$ cat src/hw/rtl/ftl_pkg.sv
package ftl_pkg;

  localparam int SENSOR_COUNT_DEF = 8;
  localparam int SAMPLE_BITS_DEF  = 12;
  localparam int TORQUE_BITS_DEF  = 16;

  localparam int SAFETY_RESET     = 3276;
  localparam int COMPLIANCE_RESET = 409;

  localparam int CFG_INDEX_BITS = 2;

  localparam logic [CFG_INDEX_BITS-1:0] REG_SAFETY     = CFG_INDEX_BITS'(0);
  localparam logic [CFG_INDEX_BITS-1:0] REG_COMPLIANCE = CFG_INDEX_BITS'(1);

endpackage

$ cat src/hw/rtl/ftl_if.sv
interface ftl_in_if #(
  parameter int SAMPLE_BITS = ftl_pkg::SAMPLE_BITS_DEF,
  parameter int TORQUE_BITS = ftl_pkg::TORQUE_BITS_DEF
);
  logic                          valid;
  logic                          ready;
  logic        [SAMPLE_BITS-1:0] force_0;
  logic        [SAMPLE_BITS-1:0] force_1;
  logic        [SAMPLE_BITS-1:0] force_2;
  logic        [SAMPLE_BITS-1:0] force_3;
  logic        [SAMPLE_BITS-1:0] force_4;
  logic        [SAMPLE_BITS-1:0] force_5;
  logic        [SAMPLE_BITS-1:0] force_6;
  logic        [SAMPLE_BITS-1:0] force_7;
  logic signed [TORQUE_BITS-1:0] torque_command;

  modport source (
    output valid, force_0, force_1, force_2, force_3, force_4, force_5, force_6, force_7,
           torque_command,
    input  ready
  );
  modport sink (
    input  valid, force_0, force_1, force_2, force_3, force_4, force_5, force_6, force_7,
           torque_command,
    output ready
  );
endinterface

interface ftl_out_if #(
  parameter int SAMPLE_BITS = ftl_pkg::SAMPLE_BITS_DEF,
  parameter int TORQUE_BITS = ftl_pkg::TORQUE_BITS_DEF
);
  logic                          valid;
  logic                          ready;
  logic signed [TORQUE_BITS-1:0] torque_out;
  logic                          safety_tripped;
  logic                          compliance_active;
  logic        [SAMPLE_BITS-1:0] peak_force;
  logic        [SAMPLE_BITS-1:0] mean_force;

  modport source (
    output valid, torque_out, safety_tripped, compliance_active, peak_force, mean_force,
    input  ready
  );
  modport sink (
    input  valid, torque_out, safety_tripped, compliance_active, peak_force, mean_force,
    output ready
  );
endinterface

$ cat src/hw/rtl/ftl_accum.sv
module ftl_accum #(
  parameter int SENSOR_COUNT = ftl_pkg::SENSOR_COUNT_DEF,
  parameter int SAMPLE_BITS  = ftl_pkg::SAMPLE_BITS_DEF,
  parameter int CNT_W        = $clog2(SENSOR_COUNT + 1),
  parameter int SUM_W        = SAMPLE_BITS + CNT_W
) (
  input  logic                   clk,
  input  logic                   rst,
  input  logic                   start,
  input  logic [SAMPLE_BITS-1:0] samples [SENSOR_COUNT],
  output logic                   busy,
  output logic [SAMPLE_BITS-1:0] peak,
  output logic [SUM_W-1:0]       sum
);
  import ftl_pkg::*;

  logic [SAMPLE_BITS-1:0] line [SENSOR_COUNT];
  logic [CNT_W-1:0]       cnt;

  assign busy = (cnt != '0);

  always_ff @(posedge clk) begin
    if (rst) begin
      cnt <= '0;
    end else if (start) begin
      cnt <= CNT_W'(SENSOR_COUNT);
    end else if (busy) begin
      cnt <= cnt - CNT_W'(1);
    end
  end

  // one sample per cycle leaves the head of the shift line
  always_ff @(posedge clk) begin
    if (start) begin
      line <= samples;
      peak <= '0;
      sum  <= '0;
    end else if (busy) begin
      sum <= sum + SUM_W'(line[0]);
      if (line[0] > peak) begin
        peak <= line[0];
      end
      for (int i = 0; i < SENSOR_COUNT - 1; i++) begin
        line[i] <= line[i+1];
      end
    end
  end

endmodule

$ cat src/hw/rtl/ftl_mul.sv
module ftl_mul #(
  parameter int AW = ftl_pkg::TORQUE_BITS_DEF,
  parameter int BW = ftl_pkg::SAMPLE_BITS_DEF
) (
  input  logic             clk,
  input  logic             rst,
  input  logic             start,
  input  logic [AW-1:0]    a,
  input  logic [BW-1:0]    b,
  output logic             busy,
  output logic [AW+BW-1:0] product
);
  import ftl_pkg::*;

  localparam int CW = $clog2(BW + 1);

  logic [AW-1:0] a_r;
  logic [CW-1:0] cnt;
  logic [AW:0]   add;

  assign busy = (cnt != '0);

  // shift-add, multiplier bits consumed LSB first from the low end of product
  assign add = {1'b0, product[AW+BW-1:BW]} + (product[0] ? {1'b0, a_r} : '0);

  always_ff @(posedge clk) begin
    if (rst) begin
      cnt <= '0;
    end else if (start) begin
      cnt <= CW'(BW);
    end else if (busy) begin
      cnt <= cnt - CW'(1);
    end
  end

  always_ff @(posedge clk) begin
    if (start) begin
      a_r     <= a;
      product <= {{AW{1'b0}}, b};
    end else if (busy) begin
      product <= {add, product[BW-1:1]};
    end
  end

endmodule

$ cat src/hw/rtl/ftl_div.sv
module ftl_div #(
  parameter int QW = ftl_pkg::TORQUE_BITS_DEF,
  parameter int DW = ftl_pkg::SAMPLE_BITS_DEF
) (
  input  logic          clk,
  input  logic          rst,
  input  logic          start,
  input  logic [DW-1:0] hi,
  input  logic [QW-1:0] lo,
  input  logic [DW-1:0] divisor,
  output logic          busy,
  output logic [QW-1:0] quotient
);
  import ftl_pkg::*;

  localparam int CW = $clog2(QW + 1);

  // restoring division, one quotient bit per cycle; hi must be below divisor
  logic [DW-1:0] rem;
  logic [DW-1:0] dvs;
  logic [CW-1:0] cnt;
  logic [DW:0]   trial;
  logic [DW:0]   diff;
  logic          fits;

  assign busy  = (cnt != '0);
  assign trial = {rem, quotient[QW-1]};
  assign diff  = trial - {1'b0, dvs};
  assign fits  = (trial >= {1'b0, dvs});

  always_ff @(posedge clk) begin
    if (rst) begin
      cnt <= '0;
    end else if (start) begin
      cnt <= CW'(QW);
    end else if (busy) begin
      cnt <= cnt - CW'(1);
    end
  end

  always_ff @(posedge clk) begin
    if (start) begin
      rem      <= hi;
      dvs      <= divisor;
      quotient <= lo;
    end else if (busy) begin
      rem      <= fits ? diff[DW-1:0] : trial[DW-1:0];
      quotient <= {quotient[QW-2:0], fits};
    end
  end

endmodule

$ cat src/hw/rtl/tactile_force_torque_limiter.sv
// Channel   Modport  Transaction
// --------  -------  ---------------------------------------------------------
// frame     sink     force_0..force_7, torque_command
// result    source   torque_out, safety_tripped, compliance_active,
//                    peak_force, mean_force
// cfg_*     write    register index, data; taken on any edge with cfg_write
//
// One frame at a time: a frame passes through the sample scan, the bit-serial
// multiplier (with the mean divider alongside) and the bit-serial divider in
// turn, and the next frame is taken only once the result is loaded into the
// output register.
// Reset (rst, synchronous) restores both thresholds and clears the safety
// latch. A result held by a stalled sink does not block the next frame; only
// a second finished result waits for the output register.
module tactile_force_torque_limiter #(
  parameter int SENSOR_COUNT = ftl_pkg::SENSOR_COUNT_DEF,
  parameter int SAMPLE_BITS  = ftl_pkg::SAMPLE_BITS_DEF,
  parameter int TORQUE_BITS  = ftl_pkg::TORQUE_BITS_DEF
) (
  input  logic                                clk,
  input  logic                                rst,
  input  logic                                cfg_write,
  input  logic [ftl_pkg::CFG_INDEX_BITS-1:0]  cfg_index,
  input  logic [SAMPLE_BITS-1:0]              cfg_data,
  ftl_in_if.sink                              frame,
  ftl_out_if.source                           result
);
  import ftl_pkg::*;

  localparam int CNT_W = $clog2(SENSOR_COUNT + 1);
  localparam int SUM_W = SAMPLE_BITS + CNT_W;
  localparam int PW    = TORQUE_BITS + SAMPLE_BITS;

  localparam logic [2:0] S_IDLE = 3'd0;
  localparam logic [2:0] S_ACC  = 3'd1;
  localparam logic [2:0] S_MUL  = 3'd2;
  localparam logic [2:0] S_DIV  = 3'd3;
  localparam logic [2:0] S_FIN  = 3'd4;

  logic [2:0] state;
  logic [2:0] state_next;

  logic [SAMPLE_BITS-1:0] safety_thr;
  logic [SAMPLE_BITS-1:0] compliance_thr;
  logic                   latch;

  logic [SAMPLE_BITS-1:0] all_f [8];
  logic [SAMPLE_BITS-1:0] samples [SENSOR_COUNT];

  logic signed [TORQUE_BITS-1:0] cmd;
  logic [SAMPLE_BITS-1:0]        peak_r;
  logic [SAMPLE_BITS-1:0]        span;
  logic                          comp_r;
  logic                          zero_r;
  logic                          pass_r;
  logic                          neg_r;

  logic                   accept;
  logic                   acc_done;
  logic                   mul_done;
  logic                   div_done;
  logic                   load_out;

  logic                   acc_busy;
  logic [SAMPLE_BITS-1:0] acc_peak;
  logic [SUM_W-1:0]       acc_sum;

  logic                   mul_busy;
  logic [TORQUE_BITS-1:0] cmd_mag;
  logic [SAMPLE_BITS-1:0] factor;
  logic [PW-1:0]          product;

  logic                   div_busy;
  logic [TORQUE_BITS-1:0] quo;

  logic                   mean_busy;
  logic [SAMPLE_BITS-1:0] mean_q;

  logic                   over_safety;
  logic                   over_comp;
  logic                   trip;
  logic [TORQUE_BITS-1:0] torque_sel;

  assign all_f[0] = frame.force_0;
  assign all_f[1] = frame.force_1;
  assign all_f[2] = frame.force_2;
  assign all_f[3] = frame.force_3;
  assign all_f[4] = frame.force_4;
  assign all_f[5] = frame.force_5;
  assign all_f[6] = frame.force_6;
  assign all_f[7] = frame.force_7;

  for (genvar g = 0; g < SENSOR_COUNT; g++) begin : g_samp
    assign samples[g] = all_f[g];
  end

  assign frame.ready = (state == S_IDLE);
  assign accept      = frame.valid && frame.ready;
  assign acc_done    = (state == S_ACC) && !acc_busy;
  // the mean divider runs as long as the multiplier
  assign mul_done    = (state == S_MUL) && !mul_busy && !mean_busy;
  assign div_done    = (state == S_DIV) && !div_busy;
  assign load_out    = (state == S_FIN) && (!result.valid || result.ready);

  always_comb begin
    state_next = state;
    unique case (state)
      S_IDLE: if (accept) state_next = S_ACC;
      S_ACC:  if (!acc_busy) state_next = S_MUL;
      S_MUL:  if (mul_done) state_next = S_DIV;
      S_DIV:  if (div_done) state_next = S_FIN;
      S_FIN:  if (load_out) state_next = S_IDLE;
      default: state_next = S_IDLE;
    endcase
  end

  always_ff @(posedge clk) begin
    if (rst) begin
      state <= S_IDLE;
    end else begin
      state <= state_next;
    end
  end

  always_ff @(posedge clk) begin
    if (rst) begin
      safety_thr     <= SAMPLE_BITS'(SAFETY_RESET);
      compliance_thr <= SAMPLE_BITS'(COMPLIANCE_RESET);
    end else if (cfg_write) begin
      unique case (cfg_index)
        REG_SAFETY:     safety_thr     <= cfg_data;
        REG_COMPLIANCE: compliance_thr <= cfg_data;
        default: ;
      endcase
    end
  end

  ftl_accum #(
    .SENSOR_COUNT(SENSOR_COUNT),
    .SAMPLE_BITS (SAMPLE_BITS),
    .CNT_W       (CNT_W),
    .SUM_W       (SUM_W)
  ) u_accum (
    .clk    (clk),
    .rst    (rst),
    .start  (accept),
    .samples(samples),
    .busy   (acc_busy),
    .peak   (acc_peak),
    .sum    (acc_sum)
  );

  // decisions from the frame peak; the latch is set before torque is chosen
  assign over_safety = acc_peak > safety_thr;
  assign over_comp   = acc_peak > compliance_thr;
  assign trip        = latch || over_safety;
  assign cmd_mag     = cmd[TORQUE_BITS-1] ? TORQUE_BITS'(-cmd) : TORQUE_BITS'(cmd);
  // span - excess reduces to safety - peak
  assign factor      = safety_thr - acc_peak;

  always_ff @(posedge clk) begin
    if (rst) begin
      latch <= 1'b0;
    end else if (acc_done) begin
      latch <= trip;
    end
  end

  always_ff @(posedge clk) begin
    if (accept) begin
      cmd <= frame.torque_command;
    end
    if (acc_done) begin
      peak_r <= acc_peak;
      span   <= safety_thr - compliance_thr;
      comp_r <= over_comp;
      pass_r <= !over_comp;
      neg_r  <= cmd[TORQUE_BITS-1];
      zero_r <= trip || (over_comp && ((safety_thr <= compliance_thr) ||
                                       (acc_peak >= safety_thr)));
    end
  end

  ftl_mul #(
    .AW(TORQUE_BITS),
    .BW(SAMPLE_BITS)
  ) u_mul (
    .clk    (clk),
    .rst    (rst),
    .start  (acc_done),
    .a      (cmd_mag),
    .b      (factor),
    .busy   (mul_busy),
    .product(product)
  );

  // mean runs alongside the multiply: sum / SENSOR_COUNT, one bit per cycle
  ftl_div #(
    .QW(SAMPLE_BITS),
    .DW(CNT_W)
  ) u_mean (
    .clk     (clk),
    .rst     (rst),
    .start   (acc_done),
    .hi      (acc_sum[SUM_W-1:SAMPLE_BITS]),
    .lo      (acc_sum[SAMPLE_BITS-1:0]),
    .divisor (CNT_W'(SENSOR_COUNT)),
    .busy    (mean_busy),
    .quotient(mean_q)
  );

  // quotient is below |cmd|, so the top of the product is already below span
  ftl_div #(
    .QW(TORQUE_BITS),
    .DW(SAMPLE_BITS)
  ) u_div (
    .clk     (clk),
    .rst     (rst),
    .start   (mul_done),
    .hi      (product[PW-1:TORQUE_BITS]),
    .lo      (product[TORQUE_BITS-1:0]),
    .divisor (span),
    .busy    (div_busy),
    .quotient(quo)
  );

  always_comb begin
    priority if (zero_r) begin
      torque_sel = '0;
    end else if (pass_r) begin
      torque_sel = TORQUE_BITS'(cmd);
    end else if (neg_r) begin
      torque_sel = -quo;
    end else begin
      torque_sel = quo;
    end
  end

  always_ff @(posedge clk) begin
    if (rst) begin
      result.valid <= 1'b0;
    end else if (load_out) begin
      result.valid <= 1'b1;
    end else if (result.ready) begin
      result.valid <= 1'b0;
    end
  end

  always_ff @(posedge clk) begin
    if (load_out) begin
      result.torque_out        <= signed'(torque_sel);
      result.safety_tripped    <= latch;
      result.compliance_active <= comp_r;
      result.peak_force        <= peak_r;
      result.mean_force        <= mean_q;
    end
  end

endmodule
$ cat src/flat_wrapper.sv
// flat-port wrapper written by rule: the top's interface ports become plain ports
module tactile_force_torque_limiter_flat import ftl_pkg::*;
#(
  parameter int SENSOR_COUNT = ftl_pkg::SENSOR_COUNT_DEF,
  parameter int SAMPLE_BITS  = ftl_pkg::SAMPLE_BITS_DEF,
  parameter int TORQUE_BITS  = ftl_pkg::TORQUE_BITS_DEF
)
  (clk, rst, cfg_write, cfg_index, cfg_data, frame_valid, frame_force_0, frame_force_1, frame_force_2, frame_force_3, frame_force_4, frame_force_5, frame_force_6, frame_force_7, frame_torque_command, frame_ready, result_valid, result_torque_out, result_safety_tripped, result_compliance_active, result_peak_force, result_mean_force, result_ready);
  ftl_in_if #(.SAMPLE_BITS(SAMPLE_BITS), .TORQUE_BITS(TORQUE_BITS)) frame_i ();
  ftl_out_if #(.SAMPLE_BITS(SAMPLE_BITS), .TORQUE_BITS(TORQUE_BITS)) result_i ();
  input  logic clk;
  input  logic rst;
  input  logic cfg_write;
  input  logic [ftl_pkg::CFG_INDEX_BITS-1:0] cfg_index;
  input  logic [SAMPLE_BITS-1:0] cfg_data;
  input wire logic [$bits(frame_i.valid)-1:0] frame_valid;
  input wire logic [$bits(frame_i.force_0)-1:0] frame_force_0;
  input wire logic [$bits(frame_i.force_1)-1:0] frame_force_1;
  input wire logic [$bits(frame_i.force_2)-1:0] frame_force_2;
  input wire logic [$bits(frame_i.force_3)-1:0] frame_force_3;
  input wire logic [$bits(frame_i.force_4)-1:0] frame_force_4;
  input wire logic [$bits(frame_i.force_5)-1:0] frame_force_5;
  input wire logic [$bits(frame_i.force_6)-1:0] frame_force_6;
  input wire logic [$bits(frame_i.force_7)-1:0] frame_force_7;
  input wire logic [$bits(frame_i.torque_command)-1:0] frame_torque_command;
  output wire logic [$bits(frame_i.ready)-1:0] frame_ready;
  output wire logic [$bits(result_i.valid)-1:0] result_valid;
  output wire logic [$bits(result_i.torque_out)-1:0] result_torque_out;
  output wire logic [$bits(result_i.safety_tripped)-1:0] result_safety_tripped;
  output wire logic [$bits(result_i.compliance_active)-1:0] result_compliance_active;
  output wire logic [$bits(result_i.peak_force)-1:0] result_peak_force;
  output wire logic [$bits(result_i.mean_force)-1:0] result_mean_force;
  input wire logic [$bits(result_i.ready)-1:0] result_ready;
  assign frame_i.valid = frame_valid;
  assign frame_i.force_0 = frame_force_0;
  assign frame_i.force_1 = frame_force_1;
  assign frame_i.force_2 = frame_force_2;
  assign frame_i.force_3 = frame_force_3;
  assign frame_i.force_4 = frame_force_4;
  assign frame_i.force_5 = frame_force_5;
  assign frame_i.force_6 = frame_force_6;
  assign frame_i.force_7 = frame_force_7;
  assign frame_i.torque_command = frame_torque_command;
  assign frame_ready = frame_i.ready;
  assign result_valid = result_i.valid;
  assign result_torque_out = result_i.torque_out;
  assign result_safety_tripped = result_i.safety_tripped;
  assign result_compliance_active = result_i.compliance_active;
  assign result_peak_force = result_i.peak_force;
  assign result_mean_force = result_i.mean_force;
  assign result_i.ready = result_ready;
  tactile_force_torque_limiter #(.SENSOR_COUNT(SENSOR_COUNT), .SAMPLE_BITS(SAMPLE_BITS), .TORQUE_BITS(TORQUE_BITS)) u_core (.clk(clk), .rst(rst), .cfg_write(cfg_write), .cfg_index(cfg_index), .cfg_data(cfg_data), .frame(frame_i), .result(result_i));
endmodule
$ cat config.mk
export PLATFORM = sky130hd
export DESIGN_NAME = tactile_force_torque_limiter_flat
export DESIGN_NICKNAME = d
export VERILOG_FILES = /design/src/hw/rtl/ftl_pkg.sv /design/src/hw/rtl/ftl_if.sv /design/src/hw/rtl/ftl_accum.sv /design/src/hw/rtl/ftl_mul.sv /design/src/hw/rtl/ftl_div.sv /design/src/hw/rtl/tactile_force_torque_limiter.sv /design/src/flat_wrapper.sv
export SDC_FILE = /design/constraint.sdc
export NUM_CORES = 1
export LEC_CHECK = 0
export ABC_CLOCK_PERIOD_IN_PS = 10840
export BUFFER_PORTS_ARGS = -buffer_cell sky130_fd_sc_hd__buf_2
export CORE_UTILIZATION = 55
export CTS_CLUSTER_DIAMETER = 30
export CTS_CLUSTER_SIZE = 20
export DETAILED_ROUTE_END_ITERATION = 8
export PLACE_DENSITY = 0.79
export SYNTH_ARGS = -nofsm -noshare
export SYNTH_HDL_FRONTEND = slang
export SYNTH_HIERARCHICAL = 1
export SYNTH_SLANG_ARGS = --single-unit
$ cat constraint.sdc
create_clock -name clk -period 10.84 [get_ports clk]
set_input_delay 0.542 -clock clk [delete_from_list [all_inputs] [get_ports clk]]
set_output_delay 0.542 -clock clk [all_outputs]
set_load 0.05 [all_outputs]
Yosys cells after proc, flatten, opt, wreduce, memory -nomap -nowiden:

Cells that the tools add are included.
Widths: inputs -> output; s select.

* bits in registers: 356
* bits in latches: 0
* bits in writable memories: 0
* ROM bits: 0
* input port bits: 131
* output and inout bits: 44
* word-level logic and storage cells: 142
* memories: 0

* $add $sub $neg: 12
* $mul: 0
* div/mod/pow operators: 0
* magnitude comparators: 7
* eq/ne operators: 10
* shift-type cells: 0
* multiplexer cells: 34
* bitwise logic cells: 0
* reductions and logical operators: 35

Operators with widths (count)
* $mux 84: 2
* $mux 12: 7
* $mux 16: 5
* $gt 12x12->1: 3
* $mux 4: 9
* $sub 12x12->12: 3
* $neg 16->16: 2
* $add 16x16->17: 1
* $add 16x12->16: 1
* $mux 15: 1
* $mux 3: 5
* $pmux 3 s5: 1
* $ge 13x12->1: 1
* $ge 12x12->1: 1
* $le 12x12->1: 1
* $reduce_bool 4->1: 3
* $sub 4x1->4 const B: 3
* $mux 5: 2
* $reduce_bool 2->1: 5
* $logic_and 1x1->1: 7
* $eq 3x2->1 const B: 2
* $logic_not 1->1: 6
* $ne 2x1->1 const B: 3
* $reduce_and 2->1: 3
* 14 further kinds: 21

Logic depth before layout (Yosys ltp):

Gate-level depths: netlist (run 1).

* depth after elaboration: 6
* depth in mapped cells: 12
* depth with buffers taken out: 10

By module:

Netlist (run 1), hierarchy kept.

By module, submodules not included
* tactile_force_torque_limiter: times used 1, cells each 541, area each 5980.7 um2, sequential area each 3163.0 um2
* ftl_accum: times used 1, cells each 434, area each 5923.2 um2, sequential area each 3523.4 um2
* ftl_mul: times used 1, cells each 251, area each 2613.8 um2, sequential area each 1241.2 um2
* ftl_div (u_core.u_div): times used 1, cells each 217, area each 2571.2 um2, sequential area each 1301.2 um2
* ftl_div (u_core.u_mean): times used 1, cells each 94, area each 1217.4 um2, sequential area each 680.7 um2

Least setup slack after synthesis (run 1):

OpenSTA, ideal clock, no wires.

* kind: reg2reg
* from: reg u_core.u_accum.cnt[0]
* to: reg u_core.u_mean.quotient[0], enable pin
* setup time: 0.334 ns
* data arrival time: 7.490 ns
* required time: 10.506 ns
* path slack: 3.016 ns
* cell stages (with the launch flop): 11
* buffers on the path: 4
* clock period less this slack: 7.824 ns
* path through: dfxtp_1 -> inv_1 -> ha_1 -> nor3b_2 -> inv_1 -> clkbuf_1 -> buf_1 -> nor4_1 -> buf_2 -> buf_2 -> or2_2

* longest elaborated chain between the ends: 4

Ends and longest elaborated chain
* from (decl): RTL line ftl_accum.sv:18 `logic [CNT_W-1:0] cnt;`
* from (signal assigned): RTL line ftl_accum.sv:26 `cnt <= CNT_W'(SENSOR_COUNT);`
* from (signal assigned): RTL line ftl_accum.sv:28 `cnt <= cnt - CNT_W'(1);`
* $reduce_bool 4->1: RTL line ftl_accum.sv:20 `assign busy = (cnt != '0);`
* net u_core.acc_busy: RTL line tactile_force_torque_limiter.sv:64 `logic acc_busy;`
* $logic_not 1->1: RTL line tactile_force_torque_limiter.sv:99 `assign acc_done = (state == S_ACC) && !acc_busy;`
* $logic_and 1x1->1: RTL line tactile_force_torque_limiter.sv:99
* net u_core.acc_done: RTL line tactile_force_torque_limiter.sv:59 `logic acc_done;`
* $reduce_bool 2->1 (no line)
* to (signal assigned): RTL line ftl_div.sv:45 `quotient <= lo;`
* to (signal assigned): RTL line ftl_div.sv:48 `quotient <= {quotient[QW-2:0], fits};`
* to (decl): RTL line ftl_div.sv:12 `output logic [QW-1:0] quotient`

The timed path passes the listed nets, and every way through them passes these cells.
A chain may end at the register's enable or synchronous reset.

Worst setup path after layout (run 1):

* from: reg u_core.u_accum.cnt[0]
* to: reg u_core.u_mul.product[11], enable pin

* longest elaborated chain between the ends: 4

Ends and longest elaborated chain
* $reduce_bool 4->1: RTL line ftl_accum.sv:20
* net u_core.acc_busy: RTL line tactile_force_torque_limiter.sv:64
* $logic_not 1->1: RTL line tactile_force_torque_limiter.sv:99
* $logic_and 1x1->1: RTL line tactile_force_torque_limiter.sv:99
* net u_core.acc_done: RTL line tactile_force_torque_limiter.sv:59
* $reduce_bool 2->1 (no line)
* to (signal assigned): RTL line ftl_mul.sv:39 `product <= {{AW{1'b0}}, b};`
* to (signal assigned): RTL line ftl_mul.sv:41 `product <= {add, product[BW-1:1]};`
* to (decl): RTL line ftl_mul.sv:11 `output logic [AW+BW-1:0] product`

The timed path passes the listed nets, and every way through them passes these cells.

==> summary.md, run 1 <==
| Metric | Value |
|---|---|
| Setup Crit Path Kind | flip-flop to flip-flop |
| Critical path fanouts, max | 52 |
| FF-to-FF setup slack | 6.27 ns |
| Synth Register Bits | 360 |
| Switching Share | 0.351 |
| Syn Inst Count | 1537 |
| Sequential share of the synthesized area | 0.541 |
| Status | complete, no violations |
| Post-Route Setup TNS | 0 ns |
| Hold buffer count at cts | 0 |
| Count of flip-flops with a built-in enable after synthesis | 270 |
| Crit. End Element | flip-flop |
| Ys flop type | edfxtp_1 |
| Clock buffer depth | 3 |
| Worst setup path end | u_core/u_mul/product[11] |
| Post-Synth Adder-Cell Area | 0.0763 |
| # fillers | 2242 |
| Finished Cell Area | 22300 sq um |
| Yosys warnings | 6 |
| Final hold violations | 0 |
| Placed Area | 19600 sq um |
| Worst EP arrival | 4.80 ns |
| Initial core utilization | 0.561 |
| R2R depth | 10 |
| Die height | 184 microns |
| Final setup fails | 0 |
| P_int | 4.88 mW |
| Simple-Gate Fraction of Synth Area | 0.106 |
| Synth Area in XOR/XNOR | 0.0354 |
| CTS tree | done |
| Lkg Pwr | 8.78 nW |
| Fmax | 0.219 GHz |
| CP Depth | 10 |
| Power share of the combinational group | 0.338 |
| Synthesized area | 18300 sq um |
| Area leader, netlist | edfxtp_1 |
| Routed len/inst | 18.8 microns |
| Hold Crit Depth | 1 |
| HP Class | input port to flip-flop |
| Via density | 5.73 |
| Row cnt | 66 |
| Initial DRC Count | 950 |
| CP peak stage delay | 0.83 ns |
| Final nets | 1985 |
| First-pass GRT wire length | 65500 microns |
| DRT Pass-1 Iters | 6 |
| Yosys top cell area share | 0.443 |
| CTS Buf Count | 76 |
| Synth Area in Compound Gates | 0.114 |
| Drt total wl | 42400 microns |
| Largest net degree at the start of global routing | 85 |
| Max Cap Viol | 0 |
| Via count | 12900 |
| Latest clock arrival within the worst-skew pair | 0.60 ns |
| GRT overflow | 0 |
| Post CTS Setup Buffer Count | 0 |
| Width of the die | 184 microns |
| Worst Path Buf+Inv | 6 |
| Ant diodes | 0 |
| Final Skew | 0.0388 ns |
| Slew @ Worst Pin | 1.11 ns |
| Layout cells sized above 1 | 0.258 |
| IO Count | 175 |
| Largest family of logic cells by synthesized area | compound AO/OA/AOI/OAI gates |
| H-tree Lvls | 3 |
| Flop pwr share | 0.343 |
| Tot GR Track Use | 0.248 |
| CP startpoint | u_core/u_accum/cnt[0] |
| Initial antenna violation count | 1 |
| Vias in the first global route | 12800 |
| Pins Over Slew Limit | 0 |
| ANT nets after route | 0 |
| Dpl hpwl | 27900 microns |
| Root buf cell | clkbuf_16 |
| CTS resizes | 0 |
| Sw power | 2.64 mW |
| Tmin final | 4.57 ns |
| Core area | 32600 sq um |
| Reg2reg start | u_core/u_accum/cnt[0] |
| RD Place Congestion | 0.906 |
| Pwr dens | 337 nW/um^2 |
| Mux cell area share after synthesis | 0.0962 |
| Crit start category | flip-flop |
| VDD IR-drop max | 0.226 mV |
| CP top delay family | buffers and inverters |
| Post-synthesis async set-or-reset flop share | 0 |
| Top cells by area, synth | edfxtp_1, dfxtp_1, mux2_2 |
| TritonCTS sink count | 360 |
| Headroom to the max-slew limit | 0.261 |
| Synth unique cells | 85 |
| Avg Inst Size Synth | 11.9 sq um |
| Clock slew at reported path FFs | 0.05 ns |
| Worst-path cell chain | inv_1, ha_1, nor3b_2, buf_4, inv_1, nor4_2, buf_4, buf_4, nor2_1, inv_1 |
| Clock group share of total power | 0.319 |
| Slowest-stage cell, CP | nor4_2 |
| Unrepaired setup endpoints after global routing | no |
| I/O Buffers | 174 |
| Area delta synth->final | 22.0% |
| Crit Reg-Reg Endpoint | u_core/u_mul/product[11] |
| Fin crit share | 0.422 |
| Die Area | 34000 sq um |
| Critical Path RT | 11.07 ns |
| DRC | 0 |
## logic make-up after synthesis
logic type	after synthesis
XOR/XNOR	74
AND/OR/NAND/NOR	390
buffers and inverters	140
multiplexers	159
flip-flops	360
adder cells (fa/ha/maj)	108
AO/OA/AOI/OAI	304
other	2
## cell type report
| type | instances | area [sq um] | share of cell area |
|---|---|---|---|
| Clock inverter | 49 | 671 | 0.0300 |
| Inverter | 88 | 330 | 0.0148 |
| Clock buffer | 93 | 2060 | 0.0922 |
| Multi-Input combinational cell | 1039 | 7880 | 0.353 |
| Sequential cell | 360 | 9910 | 0.444 |
| Tap cell | 442 | 553 | 0.0248 |
| Timing Repair Buffer | 181 | 923 | 0.0414 |
## synth_stat cells (19+ instances only)
master / number
edfxtp_1: 270
nand2b_1: 19
mux2_2: 120
o21ai_1: 19
dfxtp_1: 90
inv_1: 86
xnor2_1: 57
o21ai_0: 33
a211oi_1: 20
a21oi_1: 94
nand2_1: 91
clkbuf_1: 38
nor2_1: 120
a21o_1: 21
nor3_1: 24
ha_1: 102
and2_1: 20
nor2b_1: 25
mux2i_1: 33
## worst register-to-register path, delay by kind of cell, from the launching register on
kind,cells,cell delay (ns)
buf+inv,6,2.43
flops,1,0.30
simple gates,3,1.30
fa+ha+maj,1,0.18
## per-stage QoR
stage	setup WS, ns	power (mW)	hold slack, ns	utilization	std cells
after detailed placement	6.33	5.06	0.405	0.601	2110
after global routing	5.94	7.92	0.0764	0.685	2252
after floorplan	3.02	4.47	0.400	-	1539
after CTS	6.28	7.52	0.0775	0.685	2252
final	6.27	7.52	0.0992	0.685	2252
after global placement	6.56	4.95	0.403	0.601	2110
## worst min path at each step
stage                                 from                              end  slack [ns]
after floorplan              u_core/comp_r  u_core/result.compliance_active        0.40
after CTS                 frame_force_7[9]           u_core/u_accum/line[9]        0.08
final                     frame_force_7[9]           u_core/u_accum/line[9]         0.1
after detailed placement    u_core/span[0]              u_core/u_div/dvs[0]        0.40
after global routing      frame_force_7[7]           u_core/u_accum/line[7]        0.08
after global placement      u_core/span[8]              u_core/u_div/dvs[8]        0.40
## power groups by stage
stage	combinational (mW)	sequential [mW]	clock, mW
CTS	2.52	2.58	2.43
detailed placement	2.47	2.59	0
global route	2.79	2.63	2.50
global placement	2.38	2.57	0
finish	2.54	2.58	2.40
floorplan	2.02	2.45	0
## layout by cell type, fill, tap and decap left out, types with 8 or more instances in the layout
master      instances
clkinvlp_4         11
inv_1              86
nor2_1            119
nor3_1             24
mux2i_1            33
clkbuf_16          79
a21o_1             21
xnor2_1            57
nor2b_1            25
o21ai_0            33
a211o_1            11
edfxtp_1          270
a21oi_1            94
o21ai_1            19
nand3b_1           10
nand3_1            14
nand4_1            14
bufinv_16           8
or3_1              11
nand2b_1           18
o21a_1             11
clkinv_2           13
mux2_2            120
xor2_1             17
o31ai_1            17
buf_2             174
nand2_1            91
a211oi_1           20
clkbuf_1           11
and2_1             19
o211ai_1            8
dfxtp_1            90
ha_1              102
## registers in the layout (all words and copies together), names as in the netlist, 5 cells and up
register                  cells
u_core/result.torque_out     16
u_core/u_accum/line          96
u_core/u_accum/sum           16
u_core/result.peak_force     12
u_core/u_div/rem             12
u_core/u_div/dvs             12
u_core/u_mean/quotient       12
u_core/peak_r                12
u_core/compliance_thr        12
u_core/u_accum/peak          12
u_core/u_div/quotient        16
u_core/cmd                   16
u_core/safety_thr            12
u_core/u_div/cnt              5
u_core/u_mul/a_r             16
u_core/result.mean_force     12
u_core/u_mul/product         28
u_core/span                  12
## layer usage
layer,track usage,wire (microns),part of all wire,vias up
li1,-,-,-,6139
met1,0.300,17400,0.41,6161
met2,0.412,20600,0.49,496
met3,0.0668,2870,0.068,115
met4,0.111,1500,0.035,2
met5,0,13,0.00031,-
Note: power is estimated with default switching activity, not from simulation.
==> run 2: changes to the inputs <==
ABC_AREA = 1   (was unset)
ABC_CLOCK_PERIOD_IN_PS = 4550   (was 10840)
clock period = 4.55 ns   (was 10.84 ns; I/O delays follow)
==> summary.md, run 2 <==
| Metric | Value |
|---|---|
| Final setup fails | 0 |
| FF-to-FF setup slack | 1.52 ns |
| Vias in the first global route | 17100 |
| Width of the die | 192 microns |
| Top cells by area, synth | edfxtp_1, nand2_1, dfxtp_1 |
| GRT overflow | 0 |
| Area delta synth->final | 26.1% |
| Slew @ Worst Pin | 1.10 ns |
| Layout cells sized above 1 | 0.142 |
| Synth unique cells | 53 |
| Setup Crit Path Kind | flip-flop to flip-flop |
| Dpl hpwl | 33800 microns |
| Drt total wl | 52900 microns |
| Latest clock arrival within the worst-skew pair | 0.59 ns |
| Largest net degree at the start of global routing | 113 |
| Final hold violations | 0 |
| Row cnt | 69 |
| Post-Synth Adder-Cell Area | 0.0705 |
| Die height | 192 microns |
| Synth Register Bits | 360 |
| I/O Buffers | 174 |
| Largest family of logic cells by synthesized area | simple AND/OR/NAND/NOR gates |
| Mux cell area share after synthesis | 0 |
| CTS tree | done |
| Tmin final | 3.03 ns |
| Syn Inst Count | 2371 |
| Crit. End Element | flip-flop |
| Met2 WL | 26300 microns |
| Hold Path End | u_core/result.valid |
| Final nets | 2936 |
| RD Place Congestion | 0.951 |
| TritonCTS sink count | 360 |
| Most frequent cells in the layout | nand2_1, inv_1, edfxtp_1 |
| ANT nets after route | 0 |
| Synth Area in XOR/XNOR | 0.0199 |
| Ant diodes | 0 |
| Root buf cell | clkbuf_16 |
| Lkg Pwr | 12.1 nW |
| Yosys warnings | 6 |
| Avg Inst Size Synth | 8.35 sq um |
| CTS resizes | 0 |
| Core area | 35500 sq um |
| Headroom to the max-slew limit | 0.264 |
| Clock buffer depth | 3 |
| Initial DRC Count | 1068 |
| CTS Buf Count | 76 |
| Crit Reg-Reg Endpoint | u_core/u_mul/product[27] |
| Commonest non-fill, non-tap cell in the layout | nand2_1 |
| Reg2reg start | u_core/u_accum/cnt[0] |
| Critical Path RT | 5.01 ns |
| Pins Over Slew Limit | 0 |
| Commonest cells in the netlist | nand2_1, inv_1, edfxtp_1, nor2_1, nand3_1 |
| Hold path startpoint | result_ready |
| DRC | 0 |
| Initial antenna violation count | 0 |
| Biggest regs | u_core/u_accum/line x96, u_core/u_mul/product x28 |
| Worst EP arrival | 3.49 ns |
| Via count | 17000 |
| Met1 wire length | 21100 microns |
| VDD IR-drop max | 0.559 mV |
| Routed len/inst | 16.4 microns |
| H-tree Lvls | 3 |
| Final Skew | 0.0238 ns |
| Ys flop type | edfxtp_1 |
| Simple-Gate Fraction of Synth Area | 0.262 |
| Pwr dens | 817 nW/um^2 |
| Count of flip-flops with a built-in enable after synthesis | 270 |
| Unrepaired setup endpoints after global routing | no |
| Sequential share of the synthesized area | 0.501 |
| Post-synthesis async set-or-reset flop share | 0 |
| Hold slack final | 0.0215 ns |
| Post-Route Setup TNS | 0 ns |
| Tot GR Track Use | 0.292 |
| Synth Area in Compound Gates | 0.0627 |
| Critical path fanouts, max | 34 |
| Max Cap Viol | 0 |
| Top reg by flops | u_core/u_accum/line |
| Synthesized area | 19800 sq um |
| Via density | 5.28 |
| HP Class | input port to flip-flop |
| Highest Signal Layer | met4 |
| DRT Pass-1 Iters | 7 |
| Fin crit share | 0.666 |
| Area leader, netlist | edfxtp_1 |
| Top-count cell post-synth | nand2_1 |
| R2R depth | 9 |
| Wire length on met3 | 3420 microns |
| Max reg flops | 96 |
| Crit start category | flip-flop |
| Hold Crit Depth | 4 |
| # fillers | 2521 |
| First-pass GRT wire length | 84500 microns |
| Die Area | 36800 sq um |
| Clock slew at reported path FFs | 0.05 ns |
| Fmax | 0.330 GHz |
| Yosys top cell area share | 0.410 |
| IO Count | 175 |
| Initial core utilization | 0.558 |
| Status | complete, no violations |
run 2: metrics by stage:
| step | setup WS (ns) | instances | utilization | total power [mW] | cell area (sq um) |
|---|---|---|---|---|---|
| floorplan | 0.0617 | 2373 | - | 12.3 | 19800 |
| global placement | 1.72 | 2956 | 0.592 | 13.8 | 21000 |
| detailed placement | 1.63 | 2956 | 0.592 | 14.2 | 21000 |
| CTS | 1.51 | 3220 | 0.703 | 20.2 | 25000 |
| global route | 1.16 | 3220 | 0.703 | 21.7 | 25000 |
| finish | 1.52 | 3220 | 0.703 | 20.4 | 25000 |
run 2: worst max path at each step:
stage	slack (ns)	cells past startpoint	from	endpoint
after floorplan	0.06	7	u_core/state[0]	u_core/u_accum/line[12]
after global placement	1.72	5	u_core/u_accum/cnt[0]	u_core/u_mul/a_r[12]
after detailed placement	1.63	7	u_core/u_accum/cnt[0]	u_core/u_mul/product[6]
after CTS	1.51	9	u_core/u_accum/cnt[0]	u_core/u_mul/product[27]
after global routing	1.16	9	u_core/u_accum/cnt[0]	u_core/u_mul/product[27]
final	1.52	9	u_core/u_accum/cnt[0]	u_core/u_mul/product[27]
run 2: repair_timing:
action / in CTS / in global routing
hold endpoints to repair: 133 / 0
buffers inserted: 0 / 0
hold buffers: 124 / 0
run 2: where the power goes:
part / switching (mW) / internal [mW] / total [mW]
registers: 1.00 / 5.49 / 6.49
clock network: 1.85 / 3.99 / 5.84
logic: 5.42 / 2.64 / 8.07
total: 8.27 / 12.1 / 20.4
run 2: logic make-up after synthesis:
| kind of cell | count (synthesis) |
|---|---|
| compound gates | 212 |
| fa+ha+maj | 108 |
| buf+inv | 412 |
| other cells | 2 |
| xor+xnor | 45 |
| simple gates | 1232 |
| flops | 360 |
run 2: area by class of cell:
| cell class | count | area, sq um | area share |
|---|---|---|---|
| Sequential cell | 360 | 9910 | 0.397 |
| Clock inverter | 56 | 772 | 0.0309 |
| Timing Repair Buffer | 305 | 2160 | 0.0867 |
| Tap cell | 461 | 577 | 0.0231 |
| Multi-Input combinational cell | 1601 | 8280 | 0.332 |
| Clock buffer | 84 | 1930 | 0.0774 |
| Inverter | 353 | 1330 | 0.0531 |
run 2: per-layer routing:
metal,global-route usage,vias to the layer above
met1,0.343,7857
met2,0.514,695
met5,0,-
li1,-,8303
met3,0.0541,149
met4,0.139,0
run 2: critical path, cell delays in order, from the launching register on:
cell     delay (ns)
dfxtp_1        0.32
inv_1          0.12
ha_1           0.20
nand3_2        0.51
nor2_4         0.73
inv_1          0.58
o21ai_0        0.24
inv_1          0.09
nand2_1        0.08
inv_1          0.04
==> run 3: changes to the inputs <==
ABC_AREA = 0   (was 1)
ABC_CLOCK_PERIOD_IN_PS = 3180   (was 4550)
clock period = 3.18 ns   (was 4.55 ns; I/O delays follow)
==> summary.md, run 3 (synthesized netlist as in run 1, its figures left out) <==
| Metric | Value |
|---|---|
| Commonest non-fill, non-tap cell in the layout | edfxtp_1 |
| Hold slack final | 0.135 ns |
| I/O Buffers | 174 |
| GRT overflow | 0 |
| First-pass GRT wire length | 77100 microns |
| Clock group share of total power | 0.294 |
| Die Area | 34000 sq um |
| Slew @ Worst Pin | 0.907 ns |
| Power share of the combinational group | 0.364 |
| Core area | 32600 sq um |
| ANT nets after route | 0 |
| CTS Buf Count | 73 |
| Vias in the first global route | 14300 |
| CP Depth | 8 |
| CTS tree | done |
| Via density | 5.88 |
| Slowest-stage cell, CP | edfxtp_1 |
| Clock buffer depth | 3 |
| Flop pwr share | 0.342 |
| Worst Path Buf+Inv | 0 |
| Final hold violations | 0 |
| RD Place Congestion | 0.906 |
| Fmax | 0.361 GHz |
| Crit Reg-Reg Endpoint | u_core/u_mul/product[23] |
| H-tree Lvls | 3 |
| Via count | 14000 |
| P_int | 16.6 mW |
| Crit. End Element | flip-flop |
| Tmin final | 2.77 ns |
| Status | complete, no violations |
| R2R depth | 8 |
| Routed len/inst | 21.2 microns |
| Lkg Pwr | 9.29 nW |
| Pins Over Slew Limit | 0 |
| Row cnt | 66 |
| Die height | 184 microns |
| Sw power | 9.40 mW |
| Switching Share | 0.362 |
| Final setup fails | 0 |
| Clock slew at reported path FFs | 0.05 ns |
| Largest net degree at the start of global routing | 130 |
| CP startpoint | u_core/u_mul/product[0] |
| CP top delay family | compound AO/OA/AOI/OAI gates |
| Root buf cell | clkbuf_16 |
| Crit start category | flip-flop |
| Ant diodes | 0 |
| Reg2reg start | u_core/u_mul/product[0] |
| FF-to-FF setup slack | 0.41 ns |
| Setup Crit Path Kind | flip-flop to flip-flop |
| Max reg flops | 96 |
| CTS resizes | 0 |
| Latest clock arrival within the worst-skew pair | 0.60 ns |
| VDD IR-drop max | 0.625 mV |
| Max Cap Viol | 0 |
| Total power | 26.0 mW |
| Drt total wl | 50500 microns |
| Most frequent cells in the layout | edfxtp_1, buf_2, dlygate4sd3_1 |
| TritonCTS sink count | 360 |
| Worst EP arrival | 3.23 ns |
| Layout cells sized above 1 | 0.244 |
| Critical path fanouts, max | 17 |
| Worst-path cell chain | and2_1, ha_1, fa_1, a21o_1, a311oi_4, nor3_2, or3_1, a32o_1 |
| DRT Pass-1 Iters | 5 |
| Dpl hpwl | 28500 microns |
| Initial DRC Count | 1326 |
| Initial core utilization | 0.561 |
| Top reg by flops | u_core/u_accum/line |
| Final nets | 2119 |
| Worst setup path end | u_core/u_mul/product[23] |
| Headroom to the max-slew limit | 0.396 |
| Fin crit share | 0.872 |
| Width of the die | 184 microns |
| Critical Path RT | 3.64 ns |
| IO Count | 175 |
| Tot GR Track Use | 0.299 |
| HP Class | input port to flip-flop |
| Initial antenna violation count | 0 |
| DRC | 0 |
| Unrepaired setup endpoints after global routing | no |
| Area delta synth->final | 28.4% |
| Pwr dens | 1100 nW/um^2 |
| CP peak stage delay | 0.55 ns |
| Biggest regs | u_core/u_accum/line x96, u_core/u_mul/product x28 |
| Final Skew | 0.0379 ns |
==> run 3: cell count changes in the layout (fill, tap and decap cells not counted), sizes merged, moves of 17 or more <==
cell,delta
inv,-263
and2,+17
o31ai,+19
nand2b,+19
a211oi,+17
nor2b,+25
mux2,+125
xnor2,+38
o21ai,-27
nand2,-774
nand3,-128
mux2i,+33
a21o,+19
nor2,-44
==> run 3: power groups by stage <==
| stage | registers, mW | clock network, mW | logic (mW) |
|---|---|---|---|
| after floorplan | 8.27 | 0 | 7.10 |
| after global placement | 8.68 | 0 | 8.50 |
| after detailed placement | 8.76 | 0 | 8.84 |
| after CTS | 8.72 | 7.58 | 9.13 |
| after global routing | 8.99 | 7.92 | 10.2 |
| final | 8.87 | 7.64 | 9.45 |
==> run 3: repair_timing <==
item                      4_1_cts  5_1_grt
setup buffers                   0        0
hold buffers                  125        0
hold endpoints to repair      137        0
==> run 3: worst min-delay path by stage <==
stage | from | end | slack (ns) | cells past startpoint
after floorplan | rst | u_core/u_mul/cnt[3] | 0.23 | 1
after global placement | frame_force_7[8] | u_core/u_accum/line[8] | 0.34 | 1
after detailed placement | frame_force_7[8] | u_core/u_accum/line[8] | 0.34 | 1
after CTS | frame_valid | u_core/cmd[0] | 0.11 | 2
after global routing | frame_valid | u_core/cmd[0] | 0.14 | 2
final | frame_valid | u_core/state[0] | 0.13 | 3
==> run 3: layout make-up <==
class                      instances  area, sq um
tap                              442          553
clock inverter                    47          485
sequential                       360         9910
timing repair buffer             318         2310
inverter                          88          330
fill                            1989         9110
multi-input combinational       1039         7950
clock buffer                      88         1970
==> run 3: worst reg2reg max path, delay by kind of cell (launching register included) <==
family	cells	cell delay, ns
compound gates	3	0.86
simple gates	3	0.64
fa+ha+maj	2	0.63
flops	1	0.55
==> run 3: through the flow <==
step / setup WS, ns / utilization / TNS (ns) / instances / instance area (sq um)
after detailed placement: 0.445 / 0.607 / 0 / 2122 / 19800
after global routing: 0.278 / 0.721 / 0 / 2382 / 23500
after floorplan: -0.918 / - / -72.26 / 1539 / 18400
after global placement: 0.517 / 0.607 / 0 / 2122 / 19800
after CTS: 0.449 / 0.721 / 0 / 2382 / 23500
final: 0.406 / 0.721 / 0 / 2382 / 23500
==> run 3: per-layer routing <==
layer	part of all wire	vias up	wire length [microns]	GRT usage
li1	-	6397	-	-
met1	0.39	6678	19700	0.355
met2	0.48	738	24300	0.499
met3	0.074	191	3750	0.0615
met4	0.056	0	2850	0.179
met5	0	-	0	0
